[src/rtl/core/clt_pkg.sv]
// ----------------------------------------------------------------------------
// clt_pkg
// Shared types and constants for the command line tokenizer.
// ----------------------------------------------------------------------------
package clt_pkg;

  localparam int LINE_MAX = 80;
  localparam int CC_W     = 7;
  localparam int TC_W     = 6;
  localparam int BYTE_W   = 8;

  localparam logic [TC_W-1:0] TC_MAX = {TC_W{1'b1}};

  localparam logic [BYTE_W-1:0] CH_CR = 8'h0D;
  localparam logic [BYTE_W-1:0] CH_LF = 8'h0A;
  localparam logic [BYTE_W-1:0] CH_SP = 8'h20;
  localparam logic [BYTE_W-1:0] CH_QT = 8'h22;

  typedef struct packed {
    logic              has_char;
    logic [BYTE_W-1:0] token_char;
    logic [TC_W-1:0]   token_index;
    logic              token_start;
    logic              line_done;
    logic [TC_W-1:0]   arg_count;
    logic              overflowed;
  } clt_result_t;

endpackage

[src/rtl/core/cli_line_tokenizer_top.sv]
// ----------------------------------------------------------------------------
// cli_line_tokenizer_top
// Streaming command line tokenizer with quoted parameters.
// ----------------------------------------------------------------------------
// One received byte per input beat, one byte accepted every cycle while the
// output side keeps up. A byte passes an input register, is classified
// against the scan state, and its result (if any) lands in the output
// register. Bytes that produce no result (separators, quotes, discarded
// bytes) emit no beat. tlast marks the beat that ends a line and carries the
// parameter count and overflow flag. Throughput is one byte per cycle as long
// as the output side keeps up.
module cli_line_tokenizer_top (
  input  logic        clk,
  input  logic        rst,
  input  logic        s_axis_tvalid,
  output logic        s_axis_tready,
  input  logic [7:0]  s_axis_tdata,   // [7:0] rx_byte
  output logic        m_axis_tvalid,
  input  logic        m_axis_tready,
  output logic [23:0] m_axis_tdata,   // [7:0] token_char, [13:8] token_index,
                                      // [14] token_start, [20:15] arg_count,
                                      // [21] overflowed, [23:22] zero
  output logic        m_axis_tuser,   // [0] has_char
  output logic        m_axis_tlast    // line_done
);

  logic                        in_valid;
  logic [clt_pkg::BYTE_W-1:0]  in_byte;
  logic                        advance;
  clt_pkg::clt_result_t        result;
  clt_pkg::clt_result_t        out_res;
  logic                        out_valid;

  assign advance       = in_valid && (!out_valid || m_axis_tready);
  assign s_axis_tready = !in_valid || advance;

  clt_scanner u_scanner (
    .clk     (clk),
    .rst     (rst),
    .step    (advance),
    .rx_byte (in_byte),
    .result  (result)
  );

  always_ff @(posedge clk) begin
    if (rst) begin
      in_valid <= 1'b0;
    end else if (s_axis_tready) begin
      in_valid <= s_axis_tvalid;
    end
  end

  always_ff @(posedge clk) begin
    if (s_axis_tready && s_axis_tvalid) begin
      in_byte <= s_axis_tdata;
    end
  end

  always_ff @(posedge clk) begin
    if (rst) begin
      out_valid <= 1'b0;
    end else if (advance) begin
      out_valid <= result.has_char || result.line_done;
    end else if (m_axis_tready) begin
      out_valid <= 1'b0;
    end
  end

  always_ff @(posedge clk) begin
    if (advance) begin
      out_res <= result;
    end
  end

  assign m_axis_tvalid = out_valid;
  assign m_axis_tuser  = out_res.has_char;
  assign m_axis_tlast  = out_res.line_done;
  assign m_axis_tdata  = {2'b00, out_res.overflowed, out_res.arg_count,
                          out_res.token_start, out_res.token_index,
                          out_res.token_char};

  a_no_empty_beat: assert property (@(posedge clk) disable iff (rst)
    m_axis_tvalid |-> (m_axis_tuser || m_axis_tlast))
    else $error("output beat carries neither a token byte nor line end");

  a_start_has_char: assert property (@(posedge clk) disable iff (rst)
    (m_axis_tvalid && m_axis_tdata[14]) |-> m_axis_tuser)
    else $error("token start without token byte");

  a_ovf_ends_line: assert property (@(posedge clk) disable iff (rst)
    (m_axis_tvalid && m_axis_tdata[21]) |-> m_axis_tlast)
    else $error("overflow flag without line end");

  a_ready_when_empty: assert property (@(posedge clk) disable iff (rst)
    !in_valid |-> s_axis_tready)
    else $error("input stalled with empty input register");

  a_drain: assert property (@(posedge clk) disable iff (rst)
    (m_axis_tvalid && m_axis_tready && !in_valid) |=> !m_axis_tvalid)
    else $error("output beat repeated after being taken");

endmodule

[src/rtl/core/clt_scanner.sv]
// ----------------------------------------------------------------------------
// clt_scanner
// Scan state and per-byte classification; result is combinational from the
// current state and byte, state advances when step is high.
// ----------------------------------------------------------------------------
module clt_scanner (
  input  logic                         clk,
  input  logic                         rst,
  input  logic                         step,
  input  logic [clt_pkg::BYTE_W-1:0]   rx_byte,
  output clt_pkg::clt_result_t         result
);

  typedef enum logic [2:0] {
    EXP_CMD   = 3'd0,
    WORD      = 3'd1,
    EXP_PARAM = 3'd2,
    QLEAD     = 3'd3,
    QUOTED    = 3'd4,
    DISCARD   = 3'd5
  } mode_t;

  mode_t                     mode, mode_next;
  logic [clt_pkg::CC_W-1:0]  char_count, char_count_next, cc_inc;
  logic [clt_pkg::TC_W-1:0]  token_count, token_count_next, tc_new;
  logic                      emit, first, done, ovf, start;
  logic                      is_cr, is_lf, is_sp, is_qt;

  assign is_cr = (rx_byte == clt_pkg::CH_CR);
  assign is_lf = (rx_byte == clt_pkg::CH_LF);
  assign is_sp = (rx_byte == clt_pkg::CH_SP);
  assign is_qt = (rx_byte == clt_pkg::CH_QT);
  assign cc_inc = char_count + clt_pkg::CC_W'(1);
  assign tc_new = (start && token_count != clt_pkg::TC_MAX) ?
                  token_count + clt_pkg::TC_W'(1) : token_count;

  always_comb begin
    mode_next        = mode;
    char_count_next  = char_count;
    token_count_next = token_count;
    emit  = 1'b0;
    first = 1'b0;
    done  = 1'b0;
    ovf   = 1'b0;
    start = 1'b0;
    if (mode == DISCARD) begin
      if (is_cr || is_lf) begin
        mode_next        = EXP_CMD;
        char_count_next  = '0;
        token_count_next = '0;
      end
    end else begin
      if (is_cr) begin
        done = 1'b1;
      end else begin
        unique case (mode)
          WORD: begin
            if (is_sp || is_lf) mode_next = EXP_PARAM;
            else emit = 1'b1;
          end
          EXP_PARAM: begin
            if (is_qt) begin
              mode_next = QLEAD;
            end else if (!is_sp && !is_lf) begin
              start = 1'b1; emit = 1'b1; first = 1'b1; mode_next = WORD;
            end
          end
          QLEAD: begin
            if (!is_qt && !is_lf) begin
              start = 1'b1; emit = 1'b1; first = 1'b1; mode_next = QUOTED;
            end
          end
          QUOTED: begin
            if (is_qt || is_lf) mode_next = EXP_PARAM;
            else emit = 1'b1;
          end
          default: begin
            if (!is_sp && !is_lf) begin
              start = 1'b1; emit = 1'b1; first = 1'b1; mode_next = WORD;
            end else begin
              mode_next = EXP_CMD;
            end
          end
        endcase
        char_count_next = cc_inc;
        if (cc_inc >= clt_pkg::CC_W'(clt_pkg::LINE_MAX)) begin
          done = 1'b1;
          ovf  = 1'b1;
        end
      end
      token_count_next = tc_new;
      if (done) begin
        char_count_next  = '0;
        token_count_next = '0;
        mode_next        = ovf ? DISCARD : EXP_CMD;
      end
    end
  end

  always_comb begin
    result.has_char    = emit;
    result.token_char  = emit ? rx_byte : '0;
    result.token_index = (emit && tc_new != '0) ? tc_new - clt_pkg::TC_W'(1) : '0;
    result.token_start = first;
    result.line_done   = done;
    result.arg_count   = (done && tc_new != '0) ? tc_new - clt_pkg::TC_W'(1) : '0;
    result.overflowed  = done && ovf;
  end

  always_ff @(posedge clk) begin
    if (rst) begin
      mode        <= EXP_CMD;
      char_count  <= '0;
      token_count <= '0;
    end else if (step) begin
      mode        <= mode_next;
      char_count  <= char_count_next;
      token_count <= token_count_next;
    end
  end

endmodule
[config.mk]
export PLATFORM = sky130hd
export DESIGN_NAME = cli_line_tokenizer_top
export DESIGN_NICKNAME = d
export VERILOG_FILES = /design/src/rtl/core/clt_pkg.sv /design/src/rtl/core/cli_line_tokenizer_top.sv /design/src/rtl/core/clt_scanner.sv
export SDC_FILE = /design/constraint.sdc
export NUM_CORES = 1
export LEC_CHECK = 0
export BUFFER_PORTS_ARGS = -buffer_cell sky130_fd_sc_hd__buf_2
export CORE_UTILIZATION = 60
export CTS_BUF_LIST = sky130_fd_sc_hd__clkbuf_4 sky130_fd_sc_hd__clkbuf_8
export DETAILED_ROUTE_END_ITERATION = 16
export PLACE_DENSITY_LB_ADDON = 0.25
export SYNTH_ARGS = -nofsm -noshare
export SYNTH_HDL_FRONTEND = slang
export SYNTH_HIERARCHICAL = 1
export SYNTH_SLANG_ARGS = --single-unit
[constraint.sdc]
create_clock -name clk -period 6.9 [get_ports clk]
set_input_delay 1.035 -clock clk [delete_from_list [all_inputs] [get_ports clk]]
set_output_delay 1.035 -clock clk [all_outputs]
set_load 0.02 [all_outputs]
# [Word level (Yosys, flattened, before mapping)]
# Cells that the tools add are included.
# W data, S select, Z words.
[op_classes] n_eq_ne=16 multipliers=0 n_lt_le_gt_ge=1 div=0 reduce_logical=25 shifts=0 addsub=3 bitwise=0 mux=40
[ops] operator="$mux W3" n=10
[ops] operator="$mux W7" n=4
[ops] operator="$mux W6" n=4
[ops] operator="$mux W1" n=19
[ops] operator="$eq A8 B4 Y1 const B" n=2
[ops] operator="$eq A8 B6 Y1 const B" n=2
[ops] operator="$ne A4 B1 Y1 const B" n=3
[ops] operator="$pmux W3 S4" n=1
[ops] operator="$logic_and A1 B1 Y1" n=8
[ops] operator="$add A7 B1 Y7 const B" n=1
[ops] operator="$ge A7 B7 Y1 const B" n=1
[ops] operator="$reduce_and A7 Y1" n=1
[ops] operator="$add A6 B1 Y6 const B" n=1
[ops] operator="$eq A3 B2 Y1 const B" n=2
[ops] operator="$eq A3 B3 Y1 const B" n=2
[ops] operator="$logic_or A1 B1 Y1" n=6
[ops] operator="$ne A6 B6 Y1 const B" n=1
[ops] operator="$reduce_bool A6 Y1" n=1
[ops] operator="$sub A6 B1 Y6 const B" n=1
[ops] operator="$logic_not A1 Y1" n=5
[ops] operator="$ne A5 B1 Y1 const B" n=1
[ops] operator="$pmux W1 S4" n=1
[ops] operator="$eq A3 B1 Y1 const B" n=1
[ops] operator="$ne A3 B3 Y1 const B" n=1
[ops] operator="6 further kinds" n=6
[totals] register_bits=50 output_inout_bits=28 latchBits=0 ramBits=0 in_bits=12 mem_count=0 wordCells=98 romBits=0

# [Longest topological paths before layout]
[logic_depth] ltp_word=12 ltp_mapped=15 depth_no_buf=12

# [Hierarchy]
# Netlist, hierarchy kept.
[by_module_without_submodules] mod="clt_scanner" cells_each=231 instances=1 area_per_inst_um2=1711.6 seq_area_each_um2=320.3
[by_module_without_submodules] mod="cli_line_tokenizer_top" cells_each=45 instances=1 area_per_inst_um2=1078.5 seq_area_each_um2=1001.0

# [Least setup slack after synthesis]
# No wires, ideal clock.
[synth_path] path_kind="register to register" start="register in_byte[4] (netlist name)" end="register out_res, in the netlist m_axis_tdata[15] (data pin)" arrival_ns=2.805 required_ns=6.636 stages_incl_launch_ff=16 slack_ns=3.831 setup_time_ns=0.264 path_buffers=3 synth_period_minus_slack_ns=3.069 cell_sequence="edfxtp_1 or3_1 buf_2 or3_1 buf_6 nand2_4 o21a_4 inv_4 and2_1 clkbuf_1 xor2_1 inv_1 ha_1 o31ai_4 o31ai_4 nor2_1"
[synth_between] elab_chain_len=12 word_cells_on_any_way=23 cone_classes="add/sub (1); eq/ne (4); mux (10); reduce/logical (8)"
[synth_rtl] element="from (decl)" line_no="cli_line_tokenizer_top.sv:28" rtl="logic [clt_pkg::BYTE_W-1:0] in_byte;"
[synth_rtl] element="from (signal assigned)" line_no="cli_line_tokenizer_top.sv:55" rtl="in_byte <= s_axis_tdata;"
[synth_rtl] element="$eq A8 B6 Y1 or $eq A8 B4 Y1 (tied branches)" line_no="clt_scanner.sv:31, clt_scanner.sv:30"
[synth_rtl] element="$logic_not A1 Y1 (on tied branches)" line_no="clt_scanner.sv:64, clt_scanner.sv:78, clt_scanner.sv:69"
[synth_rtl] element="$logic_and A1 B1 Y1" line_no="clt_scanner.sv:64, clt_scanner.sv:78"
[synth_rtl] element="$mux W1" line_no="clt_scanner.sv:64, clt_scanner.sv:78"
[synth_rtl] element="$mux W1" line_no="clt_scanner.sv:62" rtl="if (is_qt) begin"
[synth_rtl] element="$pmux W1 S3" line_no="clt_scanner.sv:56" rtl="unique case (mode)"
[synth_rtl] element="$mux W1 *" line_no="clt_scanner.sv:53" rtl="if (is_cr) begin"
[synth_rtl] element="$mux W1 *" line_no="clt_scanner.sv:46" rtl="if (mode == DISCARD) begin"
[synth_rtl] element="named net u_scanner.first" line_no="clt_scanner.sv:26" rtl="logic emit, first, done, ovf, start;"
[synth_rtl] element="$logic_and A1 B1 Y1 *" line_no="clt_scanner.sv:34" rtl="assign tc_new = (start && token_count != clt_pkg::TC_MAX) ?"
[synth_rtl] element="$mux W6 *" line_no="clt_scanner.sv:34"
[synth_rtl] element="branches (longest 2 deep; another with $sub A6 B1 Y6)"
[synth_rtl] element="to (signal assigned)" line_no="cli_line_tokenizer_top.sv:71" rtl="out_res <= result;"
[synth_rtl] element="to (decl)" line_no="cli_line_tokenizer_top.sv:31" rtl="clt_pkg::clt_result_t out_res;"
# Mark *: on every way through the listed nets, which the timed path passes. The select of a mux whose other input is x is not followed.
# A chain may end at the register's enable or synchronous reset.

==> out/metrics.yaml <==
status: "finished clean"
final_cell_area_um2: 3070
max_slew.worst_pin.slew_ns: 0.828
power_density_nw_per_um2: 221
antenna_found_initial: 0
synthTopCellsByArea: "edfxtp_1, dfxtp_1, nor2_1"
cts_tree: "built"
fin_setup_tns_ns: 0
initial_utilization_pct: 63.2
dr.pass1.iters: 4
dr_total_vias: 2172
io_pins: 40
maxSlewHeadroom_pct: 44.4
nNetsFinal: 320
post_cts_resized: 0
synthArstFlopShare_pct: 0
critPathLaunchType: "flop"
synth_seq_cells: 50
clkTransAtPathRegs_ns: 0.09
crit_fanout: 7
fill_cells: 354
fin_crit_ns: 3.26
insertion_delay_ns: 0.29
drv_slew: 0
routed_wl_um: 5660
drive_above_1_share_pct: 21.0
yosysSeqAreaShare_pct: 47.4
p_leak_nw: 1.18
cts_root_buf: "clkbuf_8"
fmax_ghz: 0.307
grt_pass1_vias: 1997
path_cells: "or3_1 -> or3_1 -> nand2_4 -> o21a_4 -> inv_4 -> and2_1 -> xor2_1 -> inv_1 -> ha_1 -> o31ai_4 -> o31ai_4 -> nor2_1"
slowest_delay_ns: 0.54
avgSynthCellArea_um2: 10.1
clock-skew-final_ns: 0.00589
grt_overflow_total: 0
clockBufferDepth: 2
grt_max_degree: 27
maxCapViolCount: 0
dp.cells: 349
dieHeight_um: 70.2
syn_area_um2: 2790
regArea_um2: 1320
ir_drop_mv: 0.148
synth_cell_types: 65
yosys_warnings: 6
syn_inst: 276
setup_viol: 0
rsz0062_at_grt: "no"
hold_buffers: 0
placementRows: 24
cts.sinks: 50
hold_viol: 0
post_cts_buffers: 0
fin_util_pct: 69.5
hold_path.class: "reg2reg"
grt.total_usage_pct: 24.3
die_w_um: 70.2
synth.top_cell.area_share_pct: 34.4
htreeDepth: 2
cts_made_buffers: 5
synth_edf_count: 32
viasPerCell: 6.08
route.detailed.drc: 0
n_antenna_cell: 0
port_buffers: 37
post-synth-top-area-cell: "edfxtp_1"
drt_iter0_markers: 152
critical_path_arrival_ns: 3.30
crit_type: "reg2reg"
slowest_stage: "or3_1"
place_congestion: 0.902
drtAntennaViolNets: 0
finalNonFillerCells: 357
area_delta_synth_final_pct: 9.96
dp_hpwl_um: 4020
post-route-period-util_pct: 47.3
core-area_um2: 4410
regToRegSetupSlack_ns: 3.64
synth_flop_cell: "edfxtp_1"
worstSetupEndpointType: "flop"
die_area_um2: 4930
multi_input_area_um2: 1330
wl_per_cell_um: 15.9
cp_data_required_time_ns: 6.94
place_area_um2: 2950
grt_pass1_wl_um: 9370
==> cells in the mapped netlist (8+ instances only) <==
library cell  number
nor3_1            11
edfxtp_1          32
inv_1             10
o21ai_0           15
and2_1            11
nor2_1            22
nand3_1           13
dfxtp_1           18
nand2_1           17
clkbuf_1           8
a21oi_1           16
==> cell usage in the layout (no fill, tap or decap), drive strengths merged, types with 2 or more instances in the layout <==
cell type	n
conb	2
inv	11
o311a	2
a21oi	17
ha	4
o21ai	17
o211a	3
and3	3
edfxtp	32
mux2i	4
nor3b	2
mux2	3
o41ai	2
dfxtp	18
and2	12
and3b	2
o21a	3
a41oi	2
buf	38
nor3	12
xnor2	2
a2bb2oi	2
nand2	18
or3	5
nand2b	5
nor2b	5
clkbuf	6
a211oi	5
or3b	2
o211ai	3
o31ai	7
nor2	22
nand3	13
nand3b	5
==> final timing paths <==
kind | startpoint | endpoint | cells after the start
worst max-delay path | in_byte[6] | m_axis_tdata[18] | 12
worst min-delay path | u_scanner/char_count[1] | u_scanner/char_count[1] | 2
worst max register to register | in_byte[6] | m_axis_tdata[18] | 12
worst min register to register | u_scanner/char_count[1] | u_scanner/char_count[1] | 2
==> flip-flops by register name, indices dropped and copies added (netlist names) <==
signal	flops
u_scanner/char_count	7
in_valid	1
m_axis_tvalid	1
m_axis_tdata	22
u_scanner/mode	3
u_scanner/token_count	6
in_byte	8
m_axis_tuser	1
m_axis_tlast	1
==> per-layer routing <==
metal,track usage (%),wire (µm),vias to the layer above
met2,41.2,2760,73
met5,0,0,-
met4,8.89,40,0
li1,-,-,1069
met3,3.46,238,4
met1,31.6,2620,1026
==> power breakdown <==
part	switching [mW]	total (mW)	internal [mW]	leakage [nW]
sequential	0.0109	0.350	0.339	0.455
clock	0.0926	0.205	0.112	0.0548
combinational	0.0748	0.122	0.0475	0.671
==> per-stage QoR <==
stage	setup WS [ns]	power [mW]	hold slack (ns)
2_1_floorplan	3.83	0.452	0.449
4_1_cts	3.67	0.682	0.484
6_report	3.64	0.677	0.486
3_3_place_gp	3.77	0.475	0.460
3_5_place_dp	3.70	0.479	0.475
5_1_grt	3.47	0.706	0.513
==> worst max-delay path, delay by kind of cell (launching register included) <==
kind / cells / cell delay, ns
AO/OA/AOI/OAI: 3 / 0.65
XOR/XNOR: 1 / 0.18
adder cells (fa/ha/maj): 1 / 0.18
buffers and inverters: 2 / 0.15
flip-flops: 1 / 0.42
AND/OR/NAND/NOR: 5 / 1.41
==> cells by family (layout without fill, tap and decap cells) <==
group / count (synthesis) / in the layout / synth area share [%]
DFF: 50 / 50 / 47.4
other: 1 / 2 / 0.134
muxes: 7 / 7 / 2.78
and+or+nand+nor: 110 / 110 / 22.0
AOI/OAI and AO/OA: 72 / 72 / 20.0
buffers and inverters: 29 / 57 / 5.07
adders and majority gates: 4 / 4 / 1.79
xor gates and xnor gates: 3 / 3 / 0.942
==> cell type report <==
type,instances,area share (%)
well taps,52,2.12
repair buffers,38,6.28
clock buffers,6,2.49
multi-input cells,198,43.4
clock inverters,2,1.22
flip-flops and latches,50,43.1
inverters,11,1.43
Note: power is estimated with default switching activity, not from simulation.
